===== src/design/zlhp_pkg.sv =====
`default_nettype none

package zlhp_pkg;

    // Parser phases; the numeric value of a field phase is also its record kind.
    typedef enum logic [4:0] {
        PH_SIG,
        PH_VERSION,
        PH_FLAGS,
        PH_METHOD,
        PH_TIME,
        PH_DATE,
        PH_CRC,
        PH_CSIZE,
        PH_USIZE,
        PH_NAMELEN,
        PH_EXTRALEN,
        PH_NAME,
        PH_EXTRA,
        PH_DATA,
        PH_DESC_CRC,
        PH_DESC_CSIZE,
        PH_DESC_USIZE,
        PH_SKIP
    } t_phase;

    typedef logic [4:0] t_kind;

    localparam t_kind KIND_SIG     = 5'd0;
    localparam t_kind KIND_UNKNOWN = 5'd17;
    localparam t_kind KIND_SKIP    = 5'd18;

    localparam logic [31:0] SIG_LOCAL       = 32'h04034b50;
    localparam logic [15:0] FLAG_DESCRIPTOR = 16'h0008;
    localparam logic [7:0]  CHAR_P          = 8'h50;
    localparam logic [7:0]  CHAR_K          = 8'h4B;
    localparam logic [31:0] SKIP_MAX        = 32'hFFFF_FFFF;
    localparam logic [15:0] ENTRY_MAX       = 16'hFFFF;

    typedef struct packed {
        t_phase      phase;
        logic [31:0] shift;
        logic [31:0] left;
        logic [15:0] flags;
        logic [15:0] name_len;
        logic [15:0] extra_len;
        logic [31:0] comp_size;
        logic [15:0] entries;
        logic [47:0] pos;
        logic [31:0] skip;
        logic        seen_p;
        logic [47:0] fstart;
    } t_state;

    typedef struct packed {
        t_kind       kind;
        logic [31:0] value;
        logic [15:0] entry;
        logic [47:0] offset;
    } t_result;

    localparam t_state STATE_RESET = '{
        phase:     PH_SIG,
        shift:     32'd0,
        left:      32'd4,
        flags:     16'd0,
        name_len:  16'd0,
        extra_len: 16'd0,
        comp_size: 32'd0,
        entries:   16'd0,
        pos:       48'd0,
        skip:      32'd0,
        seen_p:    1'b0,
        fstart:    48'd0
    };

    // Byte width of a fixed header field; zero for byte-stream phases.
    function automatic logic [2:0] field_width(t_phase p);
        logic [2:0] w;
        unique case (p)
            PH_SIG, PH_CRC, PH_CSIZE, PH_USIZE,
            PH_DESC_CRC, PH_DESC_CSIZE, PH_DESC_USIZE: w = 3'd4;
            PH_VERSION, PH_FLAGS, PH_METHOD, PH_TIME,
            PH_DATE, PH_NAMELEN, PH_EXTRALEN:          w = 3'd2;
            default:                                   w = 3'd0;
        endcase
        return w;
    endfunction

endpackage

`default_nettype wire


===== src/design/zlhp_step.sv =====
`default_nettype none

// Next-state and result logic for one archive byte.
module zlhp_step (
    input  zlhp_pkg::t_state  i_state,
    input  logic [7:0]        i_data_byte,
    input  logic              i_end_of_stream,
    input  logic              i_full_dump,
    output zlhp_pkg::t_state  o_state,
    output logic              o_res_valid,
    output zlhp_pkg::t_result o_res
);
    import zlhp_pkg::*;

    t_state      s;
    t_phase      p;
    t_result     res;
    logic        hit;
    logic [2:0]  w;
    logic [31:0] v;
    logic [31:0] total;

    function automatic logic [31:0] sat_inc(logic [31:0] c);
        return (c != SKIP_MAX) ? c + 32'd1 : c;
    endfunction

    function automatic t_state start_field(t_state st, t_phase np);
        t_state r;
        r       = st;
        r.phase = np;
        r.left  = {29'd0, field_width(np)};
        r.shift = 32'd0;
        return r;
    endfunction

    // Jump to the first non-empty body part at or after np.
    function automatic t_state go_body(t_state st, t_phase np);
        t_state r;
        r = st;
        if (np <= PH_NAME && st.name_len != 16'd0) begin
            r.phase = PH_NAME;
            r.left  = {16'd0, st.name_len};
        end else if (np <= PH_EXTRA && st.extra_len != 16'd0) begin
            r.phase = PH_EXTRA;
            r.left  = {16'd0, st.extra_len};
        end else if (np <= PH_DATA && st.comp_size != 32'd0) begin
            r.phase = PH_DATA;
            r.left  = st.comp_size;
        end else if (np <= PH_DESC_CRC && (st.flags & FLAG_DESCRIPTOR) != 16'd0) begin
            r = start_field(st, PH_DESC_CRC);
        end else begin
            r.phase  = PH_SKIP;
            r.left   = 32'd0;
            r.skip   = 32'd0;
            r.seen_p = 1'b0;
        end
        return r;
    endfunction

    always_comb begin
        s     = i_state;
        p     = i_state.phase;
        hit   = 1'b0;
        res   = '0;
        w     = 3'd0;
        v     = 32'd0;
        total = 32'd0;

        if (p <= PH_EXTRALEN || (p >= PH_DESC_CRC && p <= PH_DESC_USIZE)) begin
            // fixed-width little-endian field
            w = field_width(p);
            if (s.left == {29'd0, w}) begin
                s.fstart = s.pos;
            end
            s.shift = {i_data_byte, s.shift[31:8]};
            if (s.left != 32'd0) begin
                s.left = s.left - 32'd1;
            end
            if (s.left == 32'd0) begin
                v = (w == 3'd4) ? s.shift : {16'd0, s.shift[31:16]};
                if (p == PH_SIG) begin
                    if (v == SIG_LOCAL) begin
                        if (s.entries != ENTRY_MAX) begin
                            s.entries = s.entries + 16'd1;
                        end
                        hit = 1'b1;
                        res = '{KIND_SIG, v, s.entries, s.fstart};
                        s   = start_field(s, PH_VERSION);
                    end else begin
                        hit = 1'b1;
                        res = '{KIND_UNKNOWN, v, s.entries, s.fstart};
                        s   = go_body(s, PH_SKIP);
                    end
                end else begin
                    if (p == PH_FLAGS)    s.flags     = v[15:0];
                    if (p == PH_CSIZE)    s.comp_size = v;
                    if (p == PH_NAMELEN)  s.name_len  = v[15:0];
                    if (p == PH_EXTRALEN) s.extra_len = v[15:0];
                    hit = 1'b1;
                    res = '{t_kind'(p), v, s.entries, s.fstart};
                    if (p < PH_EXTRALEN || (p >= PH_DESC_CRC && p < PH_DESC_USIZE)) begin
                        s = start_field(s, t_phase'(p + 5'd1));
                    end else if (p == PH_EXTRALEN) begin
                        s = go_body(s, PH_NAME);
                    end else begin
                        s = go_body(s, PH_SKIP);
                    end
                end
            end
        end else if (p >= PH_NAME && p <= PH_DATA) begin
            // name, extra and data bytes
            if (p != PH_DATA || i_full_dump) begin
                hit = 1'b1;
                res = '{t_kind'(p), {24'd0, i_data_byte}, s.entries, s.pos};
            end
            if (s.left != 32'd0) begin
                s.left = s.left - 32'd1;
            end
            if (s.left == 32'd0) begin
                s = go_body(s, t_phase'(p + 5'd1));
            end
        end else begin
            // resync: hunt for "PK"
            if (s.seen_p && i_data_byte == CHAR_K) begin
                s.seen_p = 1'b0;
                if (s.skip != 32'd0) begin
                    hit = 1'b1;
                    res = '{KIND_SKIP, s.skip, s.entries, s.pos - 48'd1};
                end
                s.skip   = 32'd0;
                s.phase  = PH_SIG;
                s.shift  = {CHAR_K, CHAR_P, 16'd0};
                s.left   = 32'd2;
                s.fstart = s.pos - 48'd1;
            end else begin
                if (s.seen_p) begin
                    s.skip = sat_inc(s.skip);
                end
                s.seen_p = (i_data_byte == CHAR_P);
                if (!s.seen_p) begin
                    s.skip = sat_inc(s.skip);
                end
            end
        end

        s.pos = s.pos + 48'd1;

        if (i_end_of_stream) begin
            if (s.phase == PH_SKIP && !hit) begin
                total = s.skip;
                if (s.seen_p) begin
                    total = sat_inc(total);
                end
                if (total != 32'd0) begin
                    hit = 1'b1;
                    res = '{KIND_SKIP, total, s.entries, s.pos};
                end
            end
            s = STATE_RESET;
        end
    end

    assign o_state     = s;
    assign o_res_valid = hit;
    assign o_res       = res;

endmodule

`default_nettype wire


===== src/design/zip_local_header_parser.sv =====
`default_nettype none

// Channel   | Direction | Handshake                  | Payload
// ----------+-----------+----------------------------+-------------------------------------
// input     | in        | i_in_valid / o_in_stall    | i_data_byte, i_end_of_stream
// result    | out       | o_out_valid / i_out_stall  | o_record_kind, o_field_value,
//           |           |                            | o_entry_number, o_field_offset
// config    | in        | i_cfg_valid / o_cfg_ready  | i_cfg_full_dump
//
// Throughput is one byte per cycle unless a held result stalls the parse stage; the limit
// is the parser state loop in zlhp_step. Each byte is held in the input register, its result in the result register.
// Each byte yields zero or one result item.
// i_rst_n is synchronous, active low: parser state returns to the first signature,
// full dump mode clears to 0.
// A held result (i_out_stall) freezes the parse stage; an empty input register still
// takes one more byte, then o_in_stall rises.
module zip_local_header_parser (
    input  logic        i_clk,
    input  logic        i_rst_n,
    // byte input
    input  logic        i_in_valid,
    output logic        o_in_stall,
    input  logic [7:0]  i_data_byte,
    input  logic        i_end_of_stream,
    // result output
    output logic        o_out_valid,
    input  logic        i_out_stall,
    output logic [4:0]  o_record_kind,
    output logic [31:0] o_field_value,
    output logic [15:0] o_entry_number,
    output logic [47:0] o_field_offset,
    // config write
    input  logic        i_cfg_valid,
    output logic        o_cfg_ready,
    input  logic        i_cfg_full_dump
);
    import zlhp_pkg::*;

    // input register
    logic        r_in_valid;
    logic [7:0]  r_byte;
    logic        r_eos;

    // parser state and mode
    t_state      r_state;
    t_state      n_state;
    logic        r_full_dump;

    // result register
    logic        r_out_valid;
    t_result     r_out;

    logic        step_hit;
    t_result     step_res;
    logic        advance;
    logic        in_take;

    // The parse stage moves only when the result slot is free or draining.
    assign advance    = r_in_valid && (!r_out_valid || !i_out_stall);
    assign o_in_stall = r_in_valid && !advance;
    assign in_take    = i_in_valid && !o_in_stall;

    assign o_cfg_ready = 1'b1;

    zlhp_step u_step (
        .i_state         (r_state),
        .i_data_byte     (r_byte),
        .i_end_of_stream (r_eos),
        .i_full_dump     (r_full_dump),
        .o_state         (n_state),
        .o_res_valid     (step_hit),
        .o_res           (step_res)
    );

    always_ff @(posedge i_clk) begin
        if (!i_rst_n) begin
            r_in_valid <= 1'b0;
        end else if (in_take) begin
            r_in_valid <= 1'b1;
        end else if (advance) begin
            r_in_valid <= 1'b0;
        end
    end

    always_ff @(posedge i_clk) begin
        if (in_take) begin
            r_byte <= i_data_byte;
            r_eos  <= i_end_of_stream;
        end
    end

    always_ff @(posedge i_clk) begin
        if (!i_rst_n) begin
            r_state <= STATE_RESET;
        end else if (advance) begin
            r_state <= n_state;
        end
    end

    always_ff @(posedge i_clk) begin
        if (!i_rst_n) begin
            r_full_dump <= 1'b0;
        end else if (i_cfg_valid && o_cfg_ready) begin
            r_full_dump <= i_cfg_full_dump;
        end
    end

    always_ff @(posedge i_clk) begin
        if (!i_rst_n) begin
            r_out_valid <= 1'b0;
        end else if (advance) begin
            r_out_valid <= step_hit;
        end else if (!i_out_stall) begin
            r_out_valid <= 1'b0;
        end
    end

    always_ff @(posedge i_clk) begin
        if (advance && step_hit) begin
            r_out <= step_res;
        end
    end

    assign o_out_valid    = r_out_valid;
    assign o_record_kind  = r_out.kind;
    assign o_field_value  = r_out.value;
    assign o_entry_number = r_out.entry;
    assign o_field_offset = r_out.offset;

endmodule

`default_nettype wire


===== config.mk =====
export PLATFORM = sky130hd
export DESIGN_NAME = zip_local_header_parser
export DESIGN_NICKNAME = d
export VERILOG_FILES = /design/src/design/zlhp_pkg.sv /design/src/design/zlhp_step.sv /design/src/design/zip_local_header_parser.sv
export SDC_FILE = /design/constraint.sdc
export NUM_CORES = 2
export LEC_CHECK = 0
export BUFFER_PORTS_ARGS = -buffer_cell sky130_fd_sc_hd__buf_2
export CAP_MARGIN = 20
export CORE_ASPECT_RATIO = 0.75
export CORE_MARGIN = 10
export CORE_UTILIZATION = 50
export CTS_BUF_LIST = sky130_fd_sc_hd__clkbuf_4
export DETAILED_ROUTE_END_ITERATION = 7
export PLACE_DENSITY = 0.67
export SETUP_SLACK_MARGIN = 0.3
export SLEW_MARGIN = 10
export SYNTH_ARGS = -nofsm -noshare
export SYNTH_HDL_FRONTEND = slang
export SYNTH_SLANG_ARGS = --single-unit

===== constraint.sdc =====
create_clock -name i_clk -period 16.3 [get_ports i_clk]
set_clock_uncertainty 0.2 [all_clocks]
set_input_delay 1.63 -clock i_clk [delete_from_list [all_inputs] [get_ports i_clk]]
set_output_delay 1.63 -clock i_clk [all_outputs]
set_load 0.01 [all_outputs]

==> flow_metrics.py <==
metrics = {
    "setup_path": {
        "crit_slowest_cell": "nand4_1",
        "rr_startpoint": "r_state[61]",
        "worst-r2r-setup-slack_ns": 4.08,
        "endpoint_kind": "flop",
        "crit_path_end": "o_field_value[6]",
        "crit_top_cell": "or3_1",
        "critPathRequiredTime_ns": 16.78,
        "worst-r2r-cell-count": 23,
        "crit_start": "r_state[61]",
        "crit_fanout": 58,
        "worstPathCellList": "nand4_1, or3_1, o31ai_1, a21boi_0, inv_1, ha_1, o31ai_1, a211oi_1, a21boi_2, nand4_2, nor2_2, a2111oi_2, or3_1, nor3_1, nand4_1, and2_1, or3_1, a211o_1, nor4_1, a31o_4, buf_4, inv_2, a221o_1",
        "start_kind": "flop",
        "path_class": "reg2reg",
        "worst_r2r_endpoint": "o_field_value[6]",
        "critPathArrivalTime_ns": 12.69,
        "cpPeakStageDelay_ns": 1.04,
    },
    "power": {
        "switching_power_mw": 0.662,
        "internal_power_mw": 1.50,
        "cellLeakagePower_nw": 10.6,
        "p_seq_frac": 0.464,
        "pwr-share-comb": 0.110,
        "clock_power_share": 0.426,
        "ir_drop_v": 0.0000645,
        "p_sw_frac": 0.306,
        "powerDensity_nw_per_um2": 72.0,
    },
    "detailed_routing": {
        "vias_per_cell": 6.98,
        "drt_wl_total_um": 124000,
        "dr.pass1.iters": 7,
        "wire_per_inst_um": 28.0,
        "ant_nets": 0,
        "drtIter0Drc": 4538,
        "vias": 30900,
        "drc": 0,
    },
    "sta": {
        "maxSlewViolCount": 0,
        "hold_viol": 0,
        "setup-violations-final": 0,
        "slew_headroom": 0.199,
        "fin_crit_ns": 12.22,
        "max_freq_mhz": 81.9,
        "tightest_slew_ns": 1.19,
        "setup_tns_ns": 0,
        "finalCritPeriodShare": 0.750,
        "rsz0062_at_grt": "false",
    },
    "clock_network": {
        "cts_buffers": 102,
        "clock-sinks": 386,
        "cts_resized": 0,
        "holdBufCountCts": 0,
        "post_cts_buffers": 0,
        "cts_tree": "built",
        "clock_path_buffers": 3,
        "clk_pin_slew_worst_paths_ns": 0.08,
        "htree_levels": 3,
        "worstSkewPairLatency_ns": 0.95,
        "cts-root-buf": "clkbuf_4",
    },
    "synthesis": {
        "synth_edf_count": 110,
        "ys_warn_count": 0,
        "netlist_instances": 3646,
        "avgSynthCellArea_sq_um": 7.61,
        "netlist_area_sq_um": 27700,
        "ys.flop_type": "dfxtp_1",
        "yosysUniqueCellTypes": 102,
        "synth_seq_cells": 386,
        "ys_seq_area_frac": 0.318,
        "async_reset_ff_frac": 0,
        "syn-num-nets": 3676,
    },
    "cells_and_area": {
        "layout-drive-gt1-share": 0.120,
        "final_nets": 3647,
        "syn2layout_area_growth_pct": 8.23,
        "layout_common_cells": "345 x nand2_1, 312 x o21ai_0, 276 x dfxtp_1",
        "n_fill_cell": 5187,
        "mostFrequentLayoutCell": "nand2_1",
        "utilization": 0.549,
    },
    "grt": {
        "antenna_found_initial": 9,
        "grt_busiest_layer": "met2",
        "grt.total_usage": 0.361,
        "overflow": 0,
        "globalRouteMet2Util": 0.511,
        "gr-usage-met3": 0.116,
        "grt_use_met1": 0.490,
        "grt_max_degree": 116,
        "grt_pass1_wl_um": 184000,
        "grt_pass1_vias": 28300,
    },
    "run_status": {
        "status": "finished, final reports clean",
    },
    "floorplanning": {
        "dieWidth_um": 292,
        "row_count": 74,
        "start_util": 0.507,
        "coreArea_sq_um": 54700,
        "die_h_um": 224,
        "io_pins": 119,
        "die-area_sq_um": 65400,
    },
    "worst_hold_path": {
        "hp-class": "reg2reg",
    },
    "place": {
        "dpl.hpwl_um": 86500,
        "gp_congestion": 1.05,
        "port_buffers": 117,
    },
    "job": {
        "drv_cap": 0,
    },
}
routing by layer:
layer  vias to the layer above  share of wire  wire, um
met4                         4          0.049      6050
met1                     14700           0.40     50100
met2                      2365           0.40     50200
met5                         -        0.00023        28
li1                      13500              -         -
met3                       439           0.14     17600
kinds of logic (layout without fill, tap and decap cells):
family          Yosys count  after routing  share of synthesized area
mux                      66             66                     0.0239
buf+inv                 383            442                     0.0548
fa+ha+maj                15             15                    0.00676
xor+xnor                129            129                     0.0407
compound gates         1155           1155                      0.268
flops                   386            386                      0.318
other cells               1              6                   0.000135
simple gates           1511           1511                      0.287
registers in the layout, summed over array words and instances, names as in the netlist, named ones only:
| signal | cells |
|---|---|
| o_field_offset | 48 |
| r_eos | 1 |
| r_byte | 8 |
| r_full_dump | 1 |
| o_record_kind | 5 |
| r_in_valid | 1 |
| o_out_valid | 1 |
| r_state | 271 |
| o_field_value | 32 |
| o_entry_number | 16 |
how the worst min path moves through the flow:
stage | from | endpoint | depth (start not counted)
3_3_place_gp | r_state[37] | r_state[37] | 2
4_1_cts | r_state[37] | r_state[37] | 2
2_1_floorplan | r_state[37] | r_state[37] | 2
5_1_grt | r_state[5] | r_state[5] | 2
6_report | r_state[37] | r_state[37] | 2
3_5_place_dp | r_state[37] | r_state[37] | 2
cells in the mapped netlist, drive strengths merged (53+ instances only):
| master | n | share of area |
|---|---|---|
| nand3 | 94 | 0.017 |
| clkbuf | 272 | 0.037 |
| dfxtp | 276 | 0.20 |
| and2 | 95 | 0.021 |
| nand4 | 62 | 0.015 |
| nor2b | 183 | 0.041 |
| o21ai | 336 | 0.061 |
| nand2 | 347 | 0.047 |
| mux2i | 63 | 0.023 |
| xnor2 | 81 | 0.026 |
| inv | 53 | 0.0072 |
| edfxtp | 110 | 0.12 |
| a21oi | 258 | 0.047 |
| buf | 58 | 0.011 |
| or3 | 64 | 0.014 |
| a22oi | 170 | 0.046 |
| nor4 | 80 | 0.020 |
| nor2 | 253 | 0.034 |
| and3 | 62 | 0.014 |
| nor3 | 138 | 0.026 |
stage by stage:
step                instance area (sq um)  cells  power, mW  worst slack (ns)  hold WS (ns)
floorplan                           27700   3646       1.16              4.63         0.250
global placement                    28600   4225       1.25              4.93         0.264
detailed placement                  28600   4229       1.25              4.59         0.273
CTS                                 29900   4421       2.15              4.51         0.282
global route                        30000   4431       2.22              3.63         0.307
finish                              30000   4432       2.16              4.08         0.286
power by group through the flow:
stage | clock network, mW | registers (mW) | logic [mW]
2_1_floorplan | 0 | 1.02 | 0.145
3_3_place_gp | 0 | 1.02 | 0.222
4_1_cts | 0.927 | 1.00 | 0.225
5_1_grt | 0.972 | 1.00 | 0.246
6_report | 0.921 | 1.00 | 0.237
3_5_place_dp | 0 | 1.02 | 0.224
final cells by class:
type / count / area, sq um / area share
Inverter: 53 / 199 / 0.00663
Antenna cell: 5 / 12.5 / 0.000417
Clock inverter: 48 / 263 / 0.00875
Tap cell: 722 / 903 / 0.0301
Clock buffer: 144 / 1080 / 0.0360
Multi-Input combinational cell: 2877 / 17500 / 0.583
Timing Repair Buffer: 197 / 1230 / 0.0410
Sequential cell: 386 / 8830 / 0.294
worst max-delay path: cells and delay by family, from the launching register on:
kind            cells  cell delay [ns]
compound gates      9             3.23
buf+inv             3             1.29
flops               1             0.73
fa+ha+maj           1             0.19
simple gates       10             6.23
Note: power is estimated with default switching activity, not from simulation.
